<file path="src/rtl/assert_macros.svh">
// Assertion macros for the RTL files that check themselves
`ifndef ASSERT_MACROS_SVH
`define ASSERT_MACROS_SVH

// Check a property on every rising edge of clk outside reset
`define ASSERT_CLK(lbl, prop, msg) \
  lbl: assert property (@(posedge clk) disable iff (!rst_n) (prop)) else $error(msg);

// Check that a condition never holds on a rising edge of clk outside reset
`define ASSERT_NEVER(lbl, cond, msg) \
  lbl: assert property (@(posedge clk) disable iff (!rst_n) !(cond)) else $error(msg);

`endif

</file>
<file path="src/rtl/kfd_pkg.sv">
// Types and constants of the KISS frame decoder
package kfd_pkg;

  localparam logic [7:0] FEND        = 8'hC0;
  localparam logic [7:0] FESC        = 8'hDB;
  localparam logic [7:0] TFEND       = 8'hDC;
  localparam logic [7:0] TFESC       = 8'hDD;
  localparam logic [3:0] CMD_PAYLOAD = 4'h0;

  localparam int unsigned LEN_W = 10;
  localparam logic [LEN_W-1:0] MAX_LEN_RESET = 10'd330;

  typedef enum logic {
    KIND_DATA = 1'b0,
    KIND_END  = 1'b1
  } item_kind_t;

  typedef struct packed {
    logic             inside_frame;
    logic             escape_pending;
    logic             command_known;
    logic [3:0]       command_code;
    logic [3:0]       port_held;
    logic [LEN_W-1:0] byte_count;
  } dec_state_t;

  typedef struct packed {
    item_kind_t       item_kind;
    logic [7:0]       data_byte;
    logic [LEN_W-1:0] frame_length;
    logic [3:0]       port_number;
  } dec_result_t;

endpackage

</file>
<file path="src/rtl/kfd_step.sv">
// Next-state and result logic of the decoder for one raw byte
module kfd_step (
  input  kfd_pkg::dec_state_t        state_i,
  input  logic [7:0]                 rx_byte_i,
  input  logic [kfd_pkg::LEN_W-1:0]  max_len_i,
  output kfd_pkg::dec_state_t        state_o,
  output logic                       res_valid_o,
  output kfd_pkg::dec_result_t       res_o
);

  logic data_frame;

  assign data_frame = state_i.command_known &&
                      (state_i.command_code == kfd_pkg::CMD_PAYLOAD);

  always_comb begin
    state_o            = state_i;
    res_valid_o        = 1'b0;
    res_o.item_kind    = kfd_pkg::KIND_DATA;
    res_o.data_byte    = 8'h00;
    res_o.frame_length = '0;
    res_o.port_number  = state_i.port_held;
    if (state_i.inside_frame && rx_byte_i == kfd_pkg::FEND && data_frame) begin
      state_o.inside_frame = 1'b0;
      res_valid_o          = 1'b1;
      res_o.item_kind      = kfd_pkg::KIND_END;
      res_o.frame_length   = state_i.byte_count;
    end else if (rx_byte_i == kfd_pkg::FEND) begin
      state_o.inside_frame  = 1'b1;
      state_o.command_known = 1'b0;
      state_o.byte_count    = '0;
    end else if (!state_i.inside_frame || state_i.byte_count >= max_len_i) begin
      state_o = state_i;
    end else if (state_i.byte_count == '0 && !state_i.command_known) begin
      state_o.port_held     = rx_byte_i[7:4];
      state_o.command_code  = rx_byte_i[3:0];
      state_o.command_known = 1'b1;
    end else if (!data_frame) begin
      state_o = state_i;
    end else if (rx_byte_i == kfd_pkg::FESC) begin
      state_o.escape_pending = 1'b1;
    end else begin
      res_valid_o     = 1'b1;
      res_o.data_byte = rx_byte_i;
      if (state_i.escape_pending) begin
        if (rx_byte_i == kfd_pkg::TFEND) begin
          res_o.data_byte = kfd_pkg::FEND;
        end else if (rx_byte_i == kfd_pkg::TFESC) begin
          res_o.data_byte = kfd_pkg::FESC;
        end
      end
      state_o.escape_pending = 1'b0;
      state_o.byte_count     = state_i.byte_count + 1'b1;
    end
  end

endmodule

</file>
<file path="src/rtl/kiss_frame_decoder.sv">
// KISS frame decoder top level: input register, decode step, result register
// One byte is accepted per cycle while out_tready does not stall, a throughput set by
// the single decode step between the input register and the result register, which
// also holds results while out_tready is low; results go from the input register
// through the decode step into it. Data bytes of command-0 frames come out unescaped
// (out_tuser low), a closing FEND of such a frame gives an end marker (out_tuser high)
// with the frame length; bytes beyond the length limit in cfg_data are dropped.
// The limit may only be changed while the decoder is idle.
`include "assert_macros.svh"

module kiss_frame_decoder (
  input  logic                      clk,
  input  logic                      rst_n,
  input  logic                      in_tvalid,
  output logic                      in_tready,
  input  logic [7:0]                in_tdata,   // [7:0] rx_byte
  output logic                      out_tvalid,
  input  logic                      out_tready,
  output logic [23:0]               out_tdata,  // [7:0] data_byte, [17:8] frame_length,
                                                // [21:18] port_number, [23:22] zero
  output logic                      out_tuser,  // [0] item_kind
  input  logic                      cfg_valid,
  output logic                      cfg_ready,
  input  logic [kfd_pkg::LEN_W-1:0] cfg_data   // max_frame_length
);

  logic [kfd_pkg::LEN_W-1:0] max_len_r;
  logic                      s1_valid_r;
  logic [7:0]                s1_byte_r;
  kfd_pkg::dec_state_t       state_r;
  kfd_pkg::dec_state_t       state_nxt;
  logic                      out_valid_r;
  kfd_pkg::dec_result_t      out_res_r;
  logic                      res_valid;
  kfd_pkg::dec_result_t      res;
  logic                      out_free;
  logic                      fire;
  logic                      data_fire;
  logic                      end_fire;
  logic [kfd_pkg::LEN_W-1:0] count_inc;

  assign cfg_ready  = 1'b1;
  assign out_free   = !out_valid_r || out_tready;
  assign fire       = s1_valid_r && out_free;
  assign in_tready  = !s1_valid_r || fire;

  kfd_step u_step (
    .state_i     (state_r),
    .rx_byte_i   (s1_byte_r),
    .max_len_i   (max_len_r),
    .state_o     (state_nxt),
    .res_valid_o (res_valid),
    .res_o       (res)
  );

  always_ff @(posedge clk) begin
    if (!rst_n) begin
      max_len_r <= kfd_pkg::MAX_LEN_RESET;
    end else if (cfg_valid && cfg_ready) begin
      max_len_r <= cfg_data;
    end
  end

  always_ff @(posedge clk) begin
    if (!rst_n) begin
      s1_valid_r <= 1'b0;
    end else if (in_tready) begin
      s1_valid_r <= in_tvalid;
    end
  end

  always_ff @(posedge clk) begin
    if (in_tready && in_tvalid) begin
      s1_byte_r <= in_tdata;
    end
  end

  always_ff @(posedge clk) begin
    if (!rst_n) begin
      state_r <= '0;
    end else if (fire) begin
      state_r <= state_nxt;
    end
  end

  always_ff @(posedge clk) begin
    if (!rst_n) begin
      out_valid_r <= 1'b0;
    end else if (out_free) begin
      out_valid_r <= fire && res_valid;
    end
  end

  always_ff @(posedge clk) begin
    if (fire && res_valid) begin
      out_res_r <= res;
    end
  end

  assign out_tvalid = out_valid_r;
  assign out_tuser  = out_res_r.item_kind;
  assign out_tdata  = {2'b00, out_res_r.port_number, out_res_r.frame_length,
                       out_res_r.data_byte};

  assign data_fire = fire && res_valid && (res.item_kind == kfd_pkg::KIND_DATA);
  assign end_fire  = fire && res_valid && (res.item_kind == kfd_pkg::KIND_END);
  assign count_inc = state_r.byte_count + 1'b1;

  `ASSERT_CLK(a_data_counts, data_fire |=> state_r.byte_count == $past(count_inc), "count stuck")
  `ASSERT_CLK(a_end_leaves, end_fire |=> !state_r.inside_frame, "end marker left frame open")
  `ASSERT_NEVER(a_over_limit, data_fire && state_r.byte_count >= max_len_r, "item past limit")

endmodule
</file>
<file path="config.mk">
export PLATFORM = sky130hd
export DESIGN_NAME = kiss_frame_decoder
export DESIGN_NICKNAME = d
export VERILOG_FILES = /design/src/rtl/kfd_pkg.sv /design/src/rtl/kfd_step.sv /design/src/rtl/kiss_frame_decoder.sv
export VERILOG_INCLUDE_DIRS = /design/src /design/src/rtl
export SDC_FILE = /design/constraint.sdc
export NUM_CORES = 1
export LEC_CHECK = 0
export BUFFER_PORTS_ARGS = -buffer_cell sky130_fd_sc_hd__clkbuf_2
export CORE_ASPECT_RATIO = 0.5
export CORE_UTILIZATION = 52
export CTS_BUF_LIST = sky130_fd_sc_hd__clkbuf_8
export DETAILED_ROUTE_END_ITERATION = 8
export MAX_ROUTING_LAYER = met4
export PLACE_DENSITY = 0.78
export SYNTH_ARGS = -nofsm -noshare
export SYNTH_HDL_FRONTEND = slang
export SYNTH_SLANG_ARGS = --single-unit
</file>
<file path="constraint.sdc">
create_clock -name clk -period 2.9 [get_ports clk]
set_input_delay 0.145 -clock clk [delete_from_list [all_inputs] [get_ports clk]]
set_output_delay 0.145 -clock clk [all_outputs]
set_load 0.01 [all_outputs]
</file>
Word level (Yosys, flattened, before mapping):

Index checks and enable logic that the tools add are counted.

* bitwise gates (word level): 5
* equality and inequality tests: 7
* add/subtract/negate cells: 1
* multiplexer cells: 20
* reduce and logical (&&, ||, !) cells: 25
* $lt $le $gt $ge: 1

Operators with widths (count)
* $mux 10: 4
* $eq 8x8->1 const B: 4
* $mux 8: 3
* $mux 19: 1
* $reduce_and 6->1: 2
* $mux 1: 11
* $add 10x1->10 const B: 1
* $ge 10x10->1: 1
* $logic_not 10->1: 1
* $mux 9: 1
* $logic_and 1x1->1: 7
* $ne 2x1->1 const B: 3
* $reduce_bool 2->1: 3
* $reduce_or 6->1: 1
* $not 1->1: 5
* $reduce_and 5->1: 1
* $logic_not 1->1: 4
* $logic_not 4->1: 1
* $reduce_and 4->1: 1
* $logic_or 1x1->1: 3
* $reduce_and 2->1: 1

* input port bits: 23
* register bits: 64
* logic and storage cells: 73
* output and inout port bits: 28

Depth between registers and ports, before layout:

* depth after elaboration: 8
* gate-level depth with buffers: 9
* depth with buffers taken out: 8

By module:

A second synthesis with hierarchy kept.

* cells, all modules: 311
* area total of the unflattened synthesis: 3296.9 µm²

Modules (own cells, without submodules)
* kiss_frame_decoder: area each 2289.7 µm², cells each 172, instances 1, seq. area each 1591.5 µm²
* kfd_step: area each 1007.2 µm², cells each 139, instances 1, seq. area each 0.0 µm²

Worst setup path after synthesis:

No wires, ideal clock.

* path kind: register to register
* start point: register state_r[0] (netlist name)
* end point: register out_res_r (netlist bit out_tdata[0]) (enable)
* arrival time: 2708 ps
* path slack: -190 ps
* period minus slack after synthesis: 3090 ps
* stages on the path, launching flop included: 10
* setup time: 382 ps
* buffers on the path: 1
* required time: 2518 ps
* cells stage by stage: dfxtp_1 > inv_1 > ha_1 > nand2b_1 > a21o_1 > a2111oi_4 > and2_1 > and3_1 > buf_2 > o21ba_1

* word-level cells in the longest chain between the ends: 7
* elaborated cells between the ends (all ways): 9
* those cells by class: order compare (1); mux (4); reduce/logical (4)

Ends and longest elaborated chain
* from (decl): line kiss_frame_decoder.sv:30 `kfd_pkg::dec_state_t state_r;`
* from (signal assigned): line kiss_frame_decoder.sv:82 `state_r <= state_nxt;`
* branches (longest 3 deep; another with $ge 10x10->1)
* $mux 1 (*): line kfd_step.sv:32 `end else if (!state_i.inside_frame || state_i.byte_count >= max_len_i) begin`
* $mux 1 (*): line kfd_step.sv:28 `end else if (rx_byte_i == kfd_pkg::FEND) begin`
* $mux 1 (*): line kfd_step.sv:23 `if (state_i.inside_frame && rx_byte_i == kfd_pkg::FEND && data_frame) begin`
* $logic_and 1x1->1 (*)
* to (signal assigned): line kiss_frame_decoder.sv:96 `out_res_r <= res;`
* to (decl): line kiss_frame_decoder.sv:33 `kfd_pkg::dec_result_t out_res_r;`

Every way passes the cells marked *.
A chain may end at the register's enable or synchronous reset.

Final worst setup path:

* start point: register state_r[0] (netlist name)
* end point: register out_res_r (netlist bit out_tdata[12]) (enable)

Same word-level chain as after synthesis.

==> reports/metrics.cfg <==
[timing]
worstMarginPinSlew_ns=0.579
clock_skew_ns=0.0118
setup_viol=0
tns_ns=0
rsz0062_at_grt=no
fin_crit_ns=2.72
setup_ws_ns=0.183
period_share_pct=93.7
slew-limit-headroom_pct=61.4
final-hold-violation-count=0
max_freq_ghz=0.368
slew_viol_final=0

[route]
via_per_inst=5.34
wl_um=5780
ant_nets=0
avgRoutedWirePerCell_um=14.3
drc_errors=0
dr.first_iter.drc_count=98
dr.pass1.iters=4
vias=2157

[global_route]
first_global_vias=1948
grt_max_degree=24
grt_pass1_wl_um=9040
overflow=0
grt_use_total_pct=22.1
grt_antenna_before_repair=0

[hold_path]
hp-start=cfg_data[6]
min_to=max_len_r[6]
worstHoldPathType=primary input to flop
hold_depth=3

[floorplan]
die_h_um=54.4
rows=18
core-area_um2=5110
initial_core_util_pct=55.9
dieArea_um2=5820
io_pins=51
die_x_um=107

[cells_and_area]
antennaDiodeCount=0
layout-drive-gt1-share_pct=22.8
layout_commonest_cell=clkbuf_2
final_nets=364
fillCellCount=391
seqCellArea_um2=1590
fin_cells=404
mostFrequentLayoutCells=clkbuf_2, dfxtp_1, edfxtp_1, nand2_1, nor2_1
syn_to_final_growth_pct=22.6
multiInputGateArea_um2=1150

[critical_path]
path_max_fanout=23
r2r_start=state_r[0]
rrSetupSlack_ns=0.18
crit_path_start_kind=flop
worstPathArrival_ns=2.73
end_kind=flop
critPathKind=flop to flop
timing.rr.end=out_tdata[12]
reg2regPathDepth=9
crit_required_ns=2.91

[pwr]
leakage_nw=1.41
ir_drop_mv=0.283
p_per_area_nw_per_um2=572

[cts]
worstSkewPairLatency_ns=0.35
cts_tree=built
cts_resized=0
clkTransAtPathRegs_ns=0.07
clock-sinks=64
cts.htree.levels=3
clockBufferDepth=2
numCtsBuffers=9
post_cts_buffers=0
ctsRootBufferMaster=clkbuf_8
ctsHoldBuffers=8

[job]
max-cap-violations=0

[placed_design]
dp_hpwl_um=4130
place_inst=380
dp_slack_ns=0.215
portBuffers=47
gp_congestion=0.887

[synthesis]
syn-cell-area_um2=2860
syn_inst=267
synth_edf_count=31
synth_seq_cells=64
synth_cell_type_count=45
seq_area_frac_synth_pct=55.6
async_reset_ff_share_pct=0
synth_ff_type=dfxtp_1
yosysWarnings=0
syn_area_per_cell_um2=10.7

[status]
status=finished, final reports clean

==> state kept, by name, summed over array words and instances, names as in the netlist <==
name and cells:
state_r 21, out_tvalid 1, s1_valid_r 1, out_tuser 1
out_tdata 22, max_len_r 10, s1_byte_r 8
==> layout make-up <==
cell class | instances | share of cell area [%]
clock buffers | 10 | 3.92
clock inverters | 6 | 3.28
inverters | 19 | 2.03
multi-input cells | 175 | 32.8
flip-flops and latches | 64 | 45.4
well taps | 70 | 2.50
repair buffers | 60 | 10.1
==> cells by family after synthesis <==
family / Yosys count / synth area share (%)
fa+ha+maj: 12 / 5.25
simple gates: 108 / 20.5
mux: 11 / 3.85
compound gates: 39 / 9.67
other cells: 2 / 0.263
buf+inv: 29 / 4.24
flops: 64 / 55.6
xor+xnor: 2 / 0.613
==> synthesized netlist by cell type (2+ instances only) <==
cell type | number | area share, %
o21ai_0 | 7 | 1.2
a211oi_1 | 2 | 0.52
nor4_1 | 2 | 0.44
mux2i_1 | 11 | 3.8
buf_4 | 3 | 0.79
clkbuf_1 | 6 | 0.79
dfxtp_1 | 33 | 23
nand4_2 | 2 | 0.87
xnor2_1 | 2 | 0.61
nand3_1 | 10 | 1.7
nor2b_1 | 2 | 0.44
o22ai_1 | 2 | 0.44
nor2_1 | 22 | 2.9
and2_1 | 13 | 2.8
inv_1 | 19 | 2.5
or4_1 | 2 | 0.52
o21ai_1 | 2 | 0.35
o211ai_1 | 4 | 1.0
conb_1 | 2 | 0.26
a21oi_1 | 10 | 1.7
edfxtp_1 | 31 | 33
nand4_1 | 8 | 1.7
and4_1 | 2 | 0.61
nand2b_1 | 3 | 0.66
o311a_1 | 2 | 0.70
nand2_1 | 23 | 3.0
or3_1 | 4 | 0.87
nor3_1 | 9 | 1.6
ha_1 | 12 | 5.2
o21a_1 | 2 | 0.52
==> worst max path at each step <==
stage / startpoint / to / cells after the start
floorplan: state_r[0] / out_tdata[0] / 9
global placement: state_r[0] / out_tdata[3] / 9
detailed placement: state_r[0] / out_tdata[1] / 9
CTS: state_r[0] / out_tdata[12] / 9
global route: state_r[0] / out_tdata[17] / 9
finish: state_r[0] / out_tdata[12] / 9
==> critical path, stage by stage (launching register included) <==
cell	delay, ns
dfxtp_1	0.37
inv_1	0.10
ha_1	0.27
nand2b_1	0.14
a21o_1	0.20
a2111oi_4	0.36
and2_1	0.30
and3_1	0.21
o21ba_2	0.14
buf_4	0.29
==> layer usage <==
layer  vias up  part of all wire (%)  global-route usage, %
li1       1081                     -                      -
met4         0                  0.99                   6.85
met3         7                   4.6                   7.86
met2        52                    48                   37.5
met5         -                     0                      -
met1      1017                    46                   25.5
==> power breakdown <==
group | internal [mW] | switching (mW) | leakage [nW]
Sequential | 0.960 | 0.0159 | 0.505
Clock | 0.599 | 0.353 | 0.123
Combinational | 0.0363 | 0.0415 | 0.783
==> through the flow <==
step	utilization [%]	hold slack, ns	cell area (um2)	total power [mW]
after global routing	68.6	0.00160	3510	2.07
after CTS	68.6	0.00462	3510	2.02
after detailed placement	62.1	0.324	3170	1.06
after floorplan	-	0.244	2860	1.04
after global placement	62.1	0.323	3170	1.06
final	68.6	0.0172	3510	2.01
(Power assumes the default switching activity.)
